### config.mk
export PLATFORM = sky130hd
export DESIGN_NAME = qstp_scale
export DESIGN_NICKNAME = d
export VERILOG_FILES = /design/src/qstp_pkg.sv /design/src/qstp_scale.sv
export SDC_FILE = /design/constraint.sdc
export NUM_CORES = 2
export LEC_CHECK = 0
export BUFFER_PORTS_ARGS = -buffer_cell sky130_fd_sc_hd__buf_4
export CORE_UTILIZATION = 45
export CTS_CLUSTER_SIZE = 28
export DETAILED_ROUTE_END_ITERATION = 6
export PLACE_DENSITY_LB_ADDON = 0.12
export SYNTH_ARGS = -nofsm -noshare
export SYNTH_HDL_FRONTEND = slang
export SYNTH_SLANG_ARGS = --single-unit
### constraint.sdc
create_clock -name clk -period 5.3 [get_ports clk]
set_input_delay 1.06 -clock clk [delete_from_list [all_inputs] [get_ports clk]]
set_output_delay 1.06 -clock clk [all_outputs]
set_load 0.02 [all_outputs]
### src/qstp_pkg.sv
// Shared types, register indexes and constants for the point transform.
// No dependencies; imported by every module of the block.
package qstp_pkg;

	localparam int PIPE_DEPTH = 7;
	localparam int CNT_W      = $clog2(PIPE_DEPTH + 1);
	localparam int IDX_W      = 4;

	// register indexes on the config port
	localparam logic [IDX_W-1:0] REG_ROT_W   = 4'd0;
	localparam logic [IDX_W-1:0] REG_ROT_X   = 4'd1;
	localparam logic [IDX_W-1:0] REG_ROT_Y   = 4'd2;
	localparam logic [IDX_W-1:0] REG_ROT_Z   = 4'd3;
	localparam logic [IDX_W-1:0] REG_SCALE   = 4'd4;
	localparam logic [IDX_W-1:0] REG_SHIFT_X = 4'd5;
	localparam logic [IDX_W-1:0] REG_SHIFT_Y = 4'd6;
	localparam logic [IDX_W-1:0] REG_SHIFT_Z = 4'd7;

	localparam logic [15:0] ROT_W_RST = 16'h4000;
	localparam logic [47:0] SCALE_RST = 48'h1000_1000_1000;

	typedef logic signed [15:0] q214_t;   // Q2.14 and Q4.12 factors
	typedef logic signed [31:0] coord_t;  // Q16.16
	typedef logic signed [47:0] prod48_t; // coord * scale
	typedef logic signed [35:0] pval_t;   // scaled coordinate
	typedef logic signed [51:0] prod52_t; // q * p
	typedef logic signed [38:0] cval_t;   // first cross product, Q16.16
	typedef logic signed [54:0] prod55_t; // q * c, w * c
	typedef logic signed [58:0] rsum_t;   // Q.30 sum, half LSB added

	localparam logic signed [45:0] SAT_HI = 46'sd2147483647;
	localparam logic signed [45:0] SAT_LO = -46'sd2147483648;

	typedef struct packed {
		q214_t w;
		q214_t x;
		q214_t y;
		q214_t z;
	} quat_t;

	typedef struct packed {
		q214_t x;
		q214_t y;
		q214_t z;
	} scale_t;

	typedef struct packed {
		coord_t x;
		coord_t y;
		coord_t z;
	} shift_t;

	typedef struct packed {
		logic  op;
		pval_t x;
		pval_t y;
		pval_t z;
	} scaled_t;

	typedef struct packed {
		logic  op;
		rsum_t x;
		rsum_t y;
		rsum_t z;
	} rot_t;

endpackage

### src/qstp_scale.sv
// Scale stages: per-axis multiply by Q4.12 factors, then round to Q16.16.
// Depends on qstp_pkg.
module qstp_scale
	import qstp_pkg::*;
(
	input  logic    clk,
	input  logic    arst_n,
	input  logic    in_valid,
	output logic    in_ready,
	input  logic    in_op,
	input  coord_t  in_x,
	input  coord_t  in_y,
	input  coord_t  in_z,
	input  scale_t  scale,
	output logic    out_valid,
	input  logic    out_ready,
	output scaled_t out_data
);

	logic    v_s1, v_s2;
	logic    en1, en2;
	logic    op_s1;
	prod48_t mx_s1, my_s1, mz_s1;
	prod48_t rx, ry, rz;
	scaled_t d_s2;

	assign en2      = !v_s2 || out_ready;
	assign en1      = !v_s1 || en2;
	assign in_ready = en1;

	always_ff @(posedge clk or negedge arst_n) begin
		if (!arst_n) begin
			v_s1 <= 1'b0;
			v_s2 <= 1'b0;
		end else begin
			if (en1) begin
				v_s1 <= in_valid;
			end
			if (en2) begin
				v_s2 <= v_s1;
			end
		end
	end

	always_ff @(posedge clk) begin
		if (en1 && in_valid) begin
			op_s1 <= in_op;
			mx_s1 <= in_x * scale.x;
			my_s1 <= in_y * scale.y;
			mz_s1 <= in_z * scale.z;
		end
	end

	// round half up, drop 12 fraction bits
	always_comb begin
		rx = mx_s1 + 48'sd2048;
		ry = my_s1 + 48'sd2048;
		rz = mz_s1 + 48'sd2048;
	end

	always_ff @(posedge clk) begin
		if (en2 && v_s1) begin
			d_s2.op <= op_s1;
			d_s2.x  <= $signed(rx[47:12]);
			d_s2.y  <= $signed(ry[47:12]);
			d_s2.z  <= $signed(rz[47:12]);
		end
	end

	assign out_valid = v_s2;
	assign out_data  = d_s2;

endmodule

# After elaboration in Yosys (flattened, before gate mapping)

Index checks and enable logic that the tools add are counted.

$add $sub $neg: 3
Multipliers: 3
Reductions and logical operators: 6

Operators with widths:

| kind                                            | number |
|---|---|
| adder 48 x 13 -> 48 bit (second input constant) | 3 |
| multiplier 32 x 16 -> 48 bit                    | 3 |
| logical AND 1 bit                               | 2 |
| logical NOT 1 bit                               | 2 |
| logical OR 1 bit                                | 2 |

Bits in registers: 256
Input bits: 149
Output and inout bits: 111
Logic and storage cells: 22

# Logic depth before layout (Yosys ltp)

Depth after elaboration: 4
Mapped depth: 25
Gate-level depth less buffers: 24

# Least setup slack after synthesis

No wires, ideal clock.

Path type: input to register
From: input in_x[7]
To: register mx_s1[44], data pin
Library setup time: 258 ps
Arrival time: 6805 ps
Data required time: 5042 ps
Slack: -1763 ps
Cell stages on the path: 23
Buffers on the path: 1
Path through: clkbuf_1 nand2_1 fa_1 inv_1 fa_1 inv_1 fa_1 inv_1 fa_1 fa_1 inv_1 fa_1 inv_1 ha_1 and4_1 and4_1 nand4_1 o32a_1 a211oi_1 nor2_1 o311ai_1 a21oi_1 xnor2_1

Word-level cells in the longest chain between the ends: 1

RTL lines:

| item                         | RTL line         | text |
|---|---|---|
| start: declaration           | qstp_scale.sv:11 | `input coord_t in_x,` |
| multiplier 32 x 16 -> 48 bit | qstp_scale.sv:48 | `mx_s1 <= in_x * scale.x;` |
| end signal: assignment       | qstp_scale.sv:48 |  |
| end: declaration             | qstp_scale.sv:23 | `prod48_t mx_s1, my_s1, mz_s1;` |

Every way passes these cells.
A chain may end at the register's enable or synchronous reset.

# Worst setup path in the final report

From: input in_x[3]
To: register mx_s1[47], data pin

The elaborated chain is that of the path after synthesis.

==> results.py <==
metrics = {
    "run_status": {
        "status": "finished, violations left",
        "violations": "setup timing",
    },
    "critical_path": {
        "r2r_cells": 10,
        "cp_slowest_cell": "fa_1",
        "worstSetupEndpointType": "flop",
        "crit_required_ns": 5.61,
        "crit_top_cell": "fa_1",
        "critPathKind": "in2reg",
        "crit_chain": "buf_4 > and2_4 > fa_1 > inv_2 > fa_1 > inv_1 > fa_1 > fa_1 > fa_1 > inv_2 > fa_1 > inv_2 > ha_4 > and4_4 > and4_4 > nand4_1 > o32a_1 > buf_12 > a211oi_4 > nor2_4 > o21a_4 > a31o_2 > xnor2_1",
        "startpoint": "in_x[3]",
        "worstPathArrival_ns": 6.82,
        "worstSetupStartpointType": "primary input",
        "slowest_delay_ns": 0.52,
        "crit_fanout": 7,
        "r2r-start": "my_s1[12]",
    },
    "drt": {
        "vias": 44170,
        "antenna_left": 0,
        "first_pass_iters": 5,
        "routed_wl_mm": 163.2,
        "drt-wirelength-per-cell_um": 18.14,
        "vias_per_cell": 4.910,
        "drtIter0Drc": 2000,
        "drc": 0,
    },
    "global_route": {
        "grt_pass1_wl_mm": 267.0,
        "grt_antenna_before_repair": 1,
        "grt_max_degree": 86,
        "top_usage_layer": "met2",
        "grt_use_met1_pct": 32.65,
        "grt_overflow_total": 0,
        "met3_usage_pct": 4.090,
        "first_global_vias": 50000,
        "gr-usage-met2_pct": 43.69,
        "grt_usage_pct": 25.16,
    },
    "cts": {
        "cts_hold_buffers": 0,
        "cts.sinks": 223,
        "ctsHtreeMaxLevel": 1,
        "clk_pin_slew_ns": 0.06,
        "cts_tree": "done",
        "clock_latency_ns": 0.62,
        "numCtsBuffers": 28,
        "clockBufferDepth": 3,
        "cts_root_buf": "clkbuf_16",
    },
    "sta": {
        "finalHoldViolations": 0,
        "final-setup-viol-count": 105,
        "period_share_pct": 122.9,
        "max_freq_mhz": 153.6,
        "period_needed_ns": 6.511,
        "slew_violations": 0,
        "holdWs_ns": 0.2261,
        "fin_ws_ns": -1.211,
        "max_slew_margin_pct": 40.67,
        "tightest_slew_ns": 0.8900,
        "skew_ns": 0.05549,
        "grt_setup_unrepaired": "yes",
    },
    "synthesis": {
        "synth_fp_nets": 8248,
        "synth-edff-count": 221,
        "seq_area_frac_synth_pct": 11.12,
        "synth_area_leaders": "fa_1 (48%), edfxtp_1 (11%), inv_1 (10%)",
        "yosys.area_share.simple_pct": 15.13,
        "synth.distinct_cells": 61,
        "yosysTopAreaCellShare_pct": 48.46,
        "ys_seq_elements": 223,
        "synth_fa_ha_area_share_pct": 55.45,
        "synth_top_family_by_area": "adder cells",
        "synth_compound_area_share_pct": 3.062,
        "ys.flop_type": "edfxtp_1",
        "avgSynthCellArea_um2": 9.529,
        "synth_xor_area_share_pct": 3.409,
        "syn_area_um2": 60110,
        "synth_mux_area_share_pct": 0,
        "netlist_instances": 6308,
        "async_flop_share_pct": 0.8969,
        "yosys_warnings": 0,
        "synth_top_cell_by_area": "fa_1",
    },
    "floorplan": {
        "start_util_pct": 45.55,
        "core_area_um2": 132000,
        "dieWidth_um": 367.5,
        "dieArea_um2": 135000,
        "num_io_pins": 260,
        "rows": 133,
        "dieHeight_um": 367.5,
    },
    "place": {
        "port-buffer-count": 259,
        "dp.final_hpwl_mm": 135.6,
        "dpl_worst_slack_ns": -1.976,
        "place_congestion": 0.8878,
    },
    "layout": {
        "nets": 9160,
        "drive_gt1_share_pct": 23.44,
        "n_fill_cell": 11700,
        "n_antenna_cell": 0,
        "area_delta_synth_final_pct": 25.53,
    },
    "hold_path": {
        "min_path_type": "in2async",
    },
    "job": {
        "cap_violations": 0,
    },
}
[cells in the mapped netlist, types with 3 or more instances]
| cell type | instances |
|---|---|
| o31ai_1 | 4 |
| a31oi_1 | 9 |
| nor2b_1 | 9 |
| edfxtp_1 | 221 |
| o41ai_1 | 3 |
| a211o_1 | 6 |
| nand2_1 | 919 |
| a221oi_1 | 8 |
| or3_1 | 4 |
| nand2b_1 | 25 |
| or2_2 | 6 |
| nor2_1 | 152 |
| a21oi_1 | 81 |
| nand4_1 | 24 |
| a31o_2 | 3 |
| inv_1 | 1651 |
| o21ai_0 | 43 |
| and3_1 | 39 |
| clkbuf_1 | 238 |
| a21o_1 | 43 |
| ha_1 | 336 |
| nor3_1 | 14 |
| xor2_1 | 59 |
| and2_1 | 607 |
| and4_1 | 15 |
| o21bai_1 | 17 |
| fa_1 | 1455 |
| o2111ai_1 | 3 |
| xnor2_1 | 175 |
| buf_1 | 3 |
| nand3b_1 | 4 |
| o22ai_1 | 3 |
| nand3_1 | 67 |
| a211oi_1 | 9 |
| o21a_1 | 17 |
[layout by cell type, fill, tap and decap left out, types with 53 or more instances in the layout]
master / count
xnor2_1: 162
xor2_1: 55
fa_2: 79
buf_4: 866
inv_1: 1574
nand3_1: 62
buf_12: 86
nor2_1: 117
and2_1: 531
nand2_1: 884
ha_1: 277
buf_6: 119
ha_4: 53
edfxtp_1: 221
inv_2: 75
and2_4: 76
fa_1: 1376
[worst max-delay path: cells and delay by family]
family	cells	cell delay, ns
buf+inv	6	0.48
simple gates	5	0.78
fa+ha+maj	7	3.21
compound gates	4	1.14
xor+xnor	1	0.11
[repair_timing]
item / CTS / global route
cloned: 7 / 6
endpoints found under the hold margin: 0 / 0
pin swaps: 243 / 176
setup endpoints to repair: 107 / 109
resized for setup: 453 / 293
setup buffers: 78 / 54
[stage by stage]
step	instances	cell area (um2)	utilization (%)	setup TNS [ns]
global route	8996	75460	57.18	-97.56
global placement	8816	70510	53.43	-162.46
finish	8996	75460	57.18	-81.33
floorplan	6308	61690	-	-96.82
detailed placement	8816	70510	53.43	-167.59
CTS	8950	73900	56.00	-81.35
[metal layers]
layer,up-vias,share of wire [%]
met1,22720,41
met5,-,0
li1,20090,-
met2,1097,50
met3,262,5.8
met4,0,3.1
[cell type report]
cell class | instances | area, um2 | area share [%]
multi-input combinational | 4191 | 48940 | 64.86
timing repair buffer | 1123 | 10530 | 13.96
sequential | 223 | 6686 | 8.861
inverter | 1653 | 6225 | 8.249
tap | 1755 | 2196 | 2.910
clock buffer | 33 | 740.7 | 0.9816
clock inverter | 18 | 133.9 | 0.1774
[sequential cells by signal, summed over array words and instances, names as in the netlist]
name and flops:
out_data 109, mx_s1 37, my_s1 37, mz_s1 37, op_s1 1, out_valid 1, v_s1 1
[cell families after synthesis]
logic type	count (synthesis)
AO/OA/AOI/OAI	276
XOR/XNOR	234
adder cells (fa/ha/maj)	1791
buffers and inverters	1894
flip-flops	223
AND/OR/NAND/NOR	1890
[final timing paths]
path | slack [ns] | end
worst min register to register | 0.42 | out_data[108]
min in group clk | 0.42 | out_data[108]
max in group asynchronous | 4.99 | v_s1
worst min-delay path | 0.23 | out_valid
worst max register to register | 1.91 | out_data[71]
worst max-delay path | -1.21 | mx_s1[47]
Power is left out: the tool's default activity adds up to more than one toggle a clock period on the data nets, which glitch-free logic cannot reach.
