<file path="src/qstp_pkg.sv">
// Shared types, register indexes and constants for the point transform.
// No dependencies; imported by every module of the block.
package qstp_pkg;

	localparam int PIPE_DEPTH = 7;
	localparam int CNT_W      = $clog2(PIPE_DEPTH + 1);
	localparam int IDX_W      = 4;

	// register indexes on the config port
	localparam logic [IDX_W-1:0] REG_ROT_W   = 4'd0;
	localparam logic [IDX_W-1:0] REG_ROT_X   = 4'd1;
	localparam logic [IDX_W-1:0] REG_ROT_Y   = 4'd2;
	localparam logic [IDX_W-1:0] REG_ROT_Z   = 4'd3;
	localparam logic [IDX_W-1:0] REG_SCALE   = 4'd4;
	localparam logic [IDX_W-1:0] REG_SHIFT_X = 4'd5;
	localparam logic [IDX_W-1:0] REG_SHIFT_Y = 4'd6;
	localparam logic [IDX_W-1:0] REG_SHIFT_Z = 4'd7;

	localparam logic [15:0] ROT_W_RST = 16'h4000;
	localparam logic [47:0] SCALE_RST = 48'h1000_1000_1000;

	typedef logic signed [15:0] q214_t;   // Q2.14 and Q4.12 factors
	typedef logic signed [31:0] coord_t;  // Q16.16
	typedef logic signed [47:0] prod48_t; // coord * scale
	typedef logic signed [35:0] pval_t;   // scaled coordinate
	typedef logic signed [51:0] prod52_t; // q * p
	typedef logic signed [38:0] cval_t;   // first cross product, Q16.16
	typedef logic signed [54:0] prod55_t; // q * c, w * c
	typedef logic signed [58:0] rsum_t;   // Q.30 sum, half LSB added

	localparam logic signed [45:0] SAT_HI = 46'sd2147483647;
	localparam logic signed [45:0] SAT_LO = -46'sd2147483648;

	typedef struct packed {
		q214_t w;
		q214_t x;
		q214_t y;
		q214_t z;
	} quat_t;

	typedef struct packed {
		q214_t x;
		q214_t y;
		q214_t z;
	} scale_t;

	typedef struct packed {
		coord_t x;
		coord_t y;
		coord_t z;
	} shift_t;

	typedef struct packed {
		logic  op;
		pval_t x;
		pval_t y;
		pval_t z;
	} scaled_t;

	typedef struct packed {
		logic  op;
		rsum_t x;
		rsum_t y;
		rsum_t z;
	} rot_t;

endpackage

</file>
<file path="src/qstp_out.sv">
// Output stage: drop 14 fraction bits of the Q.30 sum to Q16.16, add translation for points, saturate.
// Depends on qstp_pkg; holds the output register of the block.
module qstp_out
	import qstp_pkg::*;
(
	input  logic   clk,
	input  logic   arst_n,
	input  logic   in_valid,
	output logic   in_ready,
	input  rot_t   in_data,
	input  shift_t shift,
	output logic   out_valid,
	input  logic   out_ready,
	output coord_t out_x,
	output coord_t out_y,
	output coord_t out_z,
	output logic   out_clipped
);

	logic   v_s7, en7;
	coord_t tx, ty, tz;
	logic signed [45:0] ux, uy, uz;
	coord_t ox, oy, oz;
	logic   kx, ky, kz;
	coord_t x_s7, y_s7, z_s7;
	logic   clip_s7;

	assign en7      = !v_s7 || out_ready;
	assign in_ready = en7;

	always_comb begin
		tx = in_data.op ? shift.x : '0;
		ty = in_data.op ? shift.y : '0;
		tz = in_data.op ? shift.z : '0;
		ux = 46'($signed(in_data.x[58:14])) + 46'(tx);
		uy = 46'($signed(in_data.y[58:14])) + 46'(ty);
		uz = 46'($signed(in_data.z[58:14])) + 46'(tz);

		kx = 1'b1;
		if (ux > SAT_HI) begin
			ox = 32'sh7fffffff;
		end else if (ux < SAT_LO) begin
			ox = 32'sh80000000;
		end else begin
			ox = ux[31:0];
			kx = 1'b0;
		end

		ky = 1'b1;
		if (uy > SAT_HI) begin
			oy = 32'sh7fffffff;
		end else if (uy < SAT_LO) begin
			oy = 32'sh80000000;
		end else begin
			oy = uy[31:0];
			ky = 1'b0;
		end

		kz = 1'b1;
		if (uz > SAT_HI) begin
			oz = 32'sh7fffffff;
		end else if (uz < SAT_LO) begin
			oz = 32'sh80000000;
		end else begin
			oz = uz[31:0];
			kz = 1'b0;
		end
	end

	always_ff @(posedge clk or negedge arst_n) begin
		if (!arst_n) begin
			v_s7 <= 1'b0;
		end else if (en7) begin
			v_s7 <= in_valid;
		end
	end

	always_ff @(posedge clk) begin
		if (en7 && in_valid) begin
			x_s7    <= ox;
			y_s7    <= oy;
			z_s7    <= oz;
			clip_s7 <= kx | ky | kz;
		end
	end

	assign out_valid   = v_s7;
	assign out_x       = x_s7;
	assign out_y       = y_s7;
	assign out_z       = z_s7;
	assign out_clipped = clip_s7;

endmodule

</file>
<file path="config.mk">
export PLATFORM = sky130hd
export DESIGN_NAME = qstp_out
export DESIGN_NICKNAME = d
export VERILOG_FILES = /design/src/qstp_pkg.sv /design/src/qstp_out.sv
export SDC_FILE = /design/constraint.sdc
export NUM_CORES = 1
export LEC_CHECK = 0
export ABC_CLOCK_PERIOD_IN_PS = 3500
export BUFFER_PORTS_ARGS = -buffer_cell sky130_fd_sc_hd__buf_2
export CAP_MARGIN = 10
export CORE_MARGIN = 2
export CORE_UTILIZATION = 45
export DETAILED_ROUTE_END_ITERATION = 12
export PLACE_DENSITY = 0.74
export SETUP_SLACK_MARGIN = 0.2
export SYNTH_ARGS = -nofsm -noshare
export SYNTH_HDL_FRONTEND = slang
export SYNTH_SLANG_ARGS = --single-unit
</file>
<file path="constraint.sdc">
create_clock -name clk -period 3.5 [get_ports clk]
set_clock_uncertainty 0.15 [all_clocks]
set_input_delay 0.175 -clock clk [delete_from_list [all_inputs] [get_ports clk]]
set_output_delay 0.175 -clock clk [all_outputs]
set_load 0.01 [all_outputs]
</file>
# [After elaboration in Yosys (flattened, before gate mapping)]
# Cells that the tools add are included.
[word_totals] word_cells=31 in_bits=278 regBits=98
[classes] order_cmp=6 reduce_logical=3 muxes=12 bitwise_logic=2 add_sub_neg=3
[op_table] op="$mux W32" n=6
[op_table] op="$add A45 B32 Y46" n=3
[op_table] op="$gt A46 B32 Y1 const B" n=3
[op_table] op="$lt A46 B32 Y1 const B" n=3
[op_table] op="$mux W1" n=6
[op_table] op="$or A1 B1 Y1" n=2
[op_table] op="$logic_and A1 B1 Y1" n=1
[op_table] op="$logic_not A1 Y1" n=1
[op_table] op="$logic_or A1 B1 Y1" n=1

# [Longest topological paths before layout]
[logic_depth] ltp_word=7 ltp_mapped=19

# [Worst setup path after synthesis]
# Ideal clock, no wire load.
[synth_timing] path_kind="input port to flip-flop" start="input port in_data[177] (netlist bit)" end="register x_s7[22] (netlist: out_x[22]) (data pin)" setup_ns=0.266 arrival_ns=3.925 required_time_ns=3.084 cell_stages=17 path_slack_ns=-0.840 path_cell_list="clkbuf_1 clkbuf_1 and2_1 ha_1 clkbuf_1 and4_1 a221oi_1 nand4_1 a221oi_1 nand2_1 xor2_1 nor4_1 nand4_1 nor4_2 buf_2 o22ai_1 o21bai_1"
[synth_via] elab_chain_cells=4
[synth_rtl] element="start, declared" line_no="qstp_out.sv:10" rtl="input rot_t in_data,"
[synth_rtl] element="$mux W32 *" line_no="qstp_out.sv:32" rtl="tx = in_data.op ? shift.x : '0;"
[synth_rtl] element="$add A45 B32 Y46 *" line_no="qstp_out.sv:35" rtl="ux = 46'($signed(in_data.x[58:14])) + 46'(tx);"
[synth_rtl] element="$lt A46 B32 Y1" line_no="qstp_out.sv:42" rtl="end else if (ux < SAT_LO) begin"
[synth_rtl] element="$mux W32" line_no="qstp_out.sv:42"
[synth_rtl] element="end signal, assigned" line_no="qstp_out.sv:80" rtl="x_s7 <= ox;"
[synth_rtl] element="end, declared" line_no="qstp_out.sv:25" rtl="coord_t x_s7, y_s7, z_s7;"
# Mark *: on every way between the ends. The rest lies on a longest branch, timed or not.
# A chain may end at the register's enable or synchronous reset.

# [Final worst setup path]
[layout_timing] start="input port in_data[177] (netlist bit)" end="register z_s7[21] (netlist: out_z[21]) (data pin)"
[layout_via] elab_chain_cells=4
[layout_rtl] element="$mux W32 *" line_no="qstp_out.sv:34" rtl="tz = in_data.op ? shift.z : '0;"
[layout_rtl] element="$add A45 B32 Y46 *" line_no="qstp_out.sv:37" rtl="uz = 46'($signed(in_data.z[58:14])) + 46'(tz);"
[layout_rtl] element="$lt A46 B32 Y1" line_no="qstp_out.sv:62" rtl="end else if (uz < SAT_LO) begin"
[layout_rtl] element="$mux W32" line_no="qstp_out.sv:62"
[layout_rtl] element="end signal, assigned" line_no="qstp_out.sv:82" rtl="z_s7 <= oz;"
[layout_rtl] element="end, declared" line_no="qstp_out.sv:25"
# Marked as above.

==> summary.md <==
| Metric | Value |
|---|---|
| Post-Place Cell Area | 18,080 sq um |
| Clock-pin slew on the worst setup and hold paths | about 0.08 ns |
| Sequential area share after synthesis | 23.52% |
| Yosys warns | 0 |
| Site Rows | 60 |
| Sinks on Clock Net | between 90 and 100 |
| Skew-Pair Late Insertion Delay | 0.36 ns |
| Slew margin rel. | ~54% |
| Leak Pwr | about 9.5 nW |
| DR WL/cell | slightly above 20 um |
| Max cap viols | 0 |
| Total CTS buffers | 9 |
| Worst vdd ir | between 0.2 and 0.25 mV |
| Total gr overflow | 0 |
| Routed wire length | ~55,000 um |
| Outcome | complete, but fails checks |
| Setup violators final | 94 |
| F_max | around 250 MHz |
| Worst EP arrival | around 4.0 ns |
| Fin util | about three quarters |
| CTS tree | built |
| Largest cells by area after synthesis | edfxtp_1 (23%), ha_1 (14%), a21oi_1 (6.7%) |
| Root Driver | clkbuf_16 |
| Initial core utilization | 46.08% |
| Most common cell in the netlist | a21oi_1 |
| Yosys top cell area share | 23.32% |
| DIE AREA | approximately 29,000 sq um |
| Critical path class | in -> reg |
| Async SR Flop Fraction | under 10% |
| Final hold violations | 0 |
| Uppermost layer routed | met4 |
| Post-synthesis cell type count | 73 |
| FF+latch count, synth | a little under 100 |
| Remaining DRCs | 0 |
| DRT met1 WL | between 20,000 and 25,000 um |
| RD Place Congestion | 0.9769 |
| Antenna diode count | 0 |
| Vert. Die Dim | 170.6 um |
| Post-synth EDFFs | 97 |
| Worst Setup End Kind | flip-flop |
| Final Power | 6.090 mW |
| Layout Cells excl Fill | between 2,000 and 3,000 |
| Crit share post-route | 113.1% |
| Worst hold path type | in -> reg |
| Met2 wire length | 25,970 um |
| Predominant post-synthesis flop cell | edfxtp_1 |
| Pre-antenna DRT Iters | 6 |
| DR iter-0 viols | ~1,600 |
| Pins Over Slew Limit | 0 |
| Fin area | between 20,000 and 25,000 sq um |
| Total number of vias | between 15,000 and 20,000 |
| Cell taking the most area after synthesis | edfxtp_1 |
| Critical path startpoint category | input port |
| Longest Clk Path Bufs | 2 |
| Failing checks | setup timing |
| Initial antenna violation count | 0 |
| Vias in the first global route | about 15,000 |
| Setup ws final | -0.4577 ns |
| Average size of a mapped cell | roughly 8 sq um |
| Post-Place Cells | about 2,600 |
| Port-buffer cells | between 300 and 400 |
| Period minus WS final | between 3 and 4 ns |
| Fill cells | 1,857 |
| Layout cells sized above 1 | slightly below 50% |
| Synth cell count leaders | a21oi_1 (168), ha_1 (135), nand2_1 (122) |
| Pin count of the biggest net entering global routing | 66 |
| All-layer global routing usage | 32.40% |
| Mapped Cells | ~1,500 |
| Largest fanout on the critical path | 7 |
| Post-route ant nets | 0 |
| DP HPWL | roughly 38,000 um |
| H-tree depth | 3 |
| Pwr per Cell Area | slightly below 300 nW/um^2 |
| Die X-Extent | about 170 um |
| Critical path data required time | about 3.6 ns |
| Slew @ Worst Pin | slightly below 0.7 ns |
| Total core area | ~27,000 sq um |
| Pre-CTS worst setup slack | -0.9048 ns |
| Num ports | approximately 380 |
| RSZ-0062 raised after global routing | yes |
| Final #Nets | 2,767 |
| Syn Std Cell Area | 12,490 sq um |
| First-pass GRT wire length | ~75,000 um |
| DR vias/cell | 5.884 |
| Synth-to-layout area growth | 65.29% |
| Routed wl met3 | 4569 um |
| Net count after synthesis | 1,956 |
-- cell usage in the layout, fill, tap and decap left out, drive strengths merged, types with 12 or more instances in the layout --
master	n
edfxtp	97
nor2	98
o21bai	29
nand4	41
o21a	25
o211ai	15
xnor2	61
a31oi	15
nand2	123
o21ai	128
xor2	54
nor3	19
ha	135
a21o	88
and2	109
buf	857
clkbuf	21
nand3	33
a211oi	29
inv	48
a21oi	172
o22ai	12
-- worst max-delay path, stage by stage --
cell	delay, ns
buf_16	0.13
bufbuf_16	0.27
and2_1	0.14
ha_1	0.34
a21oi_1	0.25
o211a_1	0.25
nor2_1	0.08
o21ai_0	0.21
o31ai_2	0.11
a41oi_1	0.30
o21ai_1	0.15
a221oi_2	0.34
xor2_1	0.14
or3_4	0.40
o31ai_4	0.28
buf_6	0.20
buf_12	0.14
a31o_4	0.13
-- through the flow --
stage / setup TNS [ns] / hold slack, ns
floorplan: -16.67 / -0.2706
global placement: -66.27 / -0.1966
detailed placement: -75.39 / -0.1938
CTS: -18.93 / 0.1035
global route: -47.17 / 0.1265
finish: -36.79 / 0.1205
-- flip-flops by register name, summed over array words and instances, names as in the netlist --
register     cells
out_clipped      1
out_valid        1
out_x           32
out_y           32
out_z           32
-- logic make-up (layout without fill, tap and decap cells) --
| logic type | after synthesis | count (layout) | synth area share (%) |
|---|---|---|---|
| AOI/OAI and AO/OA | 581 | 581 | 30.27 |
| and+or+nand+nor | 484 | 484 | 19.72 |
| adders and majority gates | 138 | 138 | 14.01 |
| buffers and inverters | 119 | 935 | 4.007 |
| xor gates and xnor gates | 115 | 115 | 8.064 |
| DFF | 98 | 98 | 23.52 |
| muxes | 5 | 5 | 0.4107 |
-- worst paths after layout --
check	end	depth (start not counted)	slack, ns	start
setup / recovery	out_z[21]$_SDFFCE_PN1P_	18	-0.46	in_data[177]
hold / removal	out_z[0]$_SDFFCE_PN1P_	3	0.12	in_data[14]
setup reg to reg	out_y[30]$_SDFFCE_PN1P_	3	1.56	out_valid$_DFFE_PN0N_
hold reg to reg	out_x[1]$_SDFFCE_PN1P_	2	0.82	out_valid$_DFFE_PN0N_
max in group asynchronous	out_valid$_DFFE_PN0N_	3	2.61	arst_n
min in group asynchronous	out_valid$_DFFE_PN0N_	3	0.48	arst_n
-- power breakdown --
| part | leakage (nW) | switching (mW) | internal, mW |
|---|---|---|---|
| Sequential | 0.880 | 0.0446 | 1.45 |
| Clock | 0.152 | 0.537 | 0.576 |
| Combinational | 8.50 | 1.79 | 1.69 |
-- final cells by class --
type | count | area [sq um] | share of cell area [%]
sequential | 98 | 2938 | 14.23
clock buffer | 9 | 225.2 | 1.091
tap | 372 | 465.4 | 2.255
clock inverter | 7 | 91.34 | 0.4425
timing repair buffer | 875 | 6292 | 30.48
inverter | 44 | 165.2 | 0.8000
multi-input combinational | 1323 | 10470 | 50.70
-- routing by layer --
layer / global-route usage, % / vias to the layer above
met5: 0 / -
met4: 16.72 / 0
met3: 3.285 / 255
met2: 55.62 / 987
met1: 40.29 / 7437
li1: - / 7372
-- timing repair --
action	CTS	global route
buffers inserted	32	17
pin swaps	16	84
endpoints found under the setup margin	95	95
hold buffers	4	0
endpoints found under the hold margin	2	0
gates cloned	7	15
resized for setup	83	206
Power figures use the tool's default switching activity.
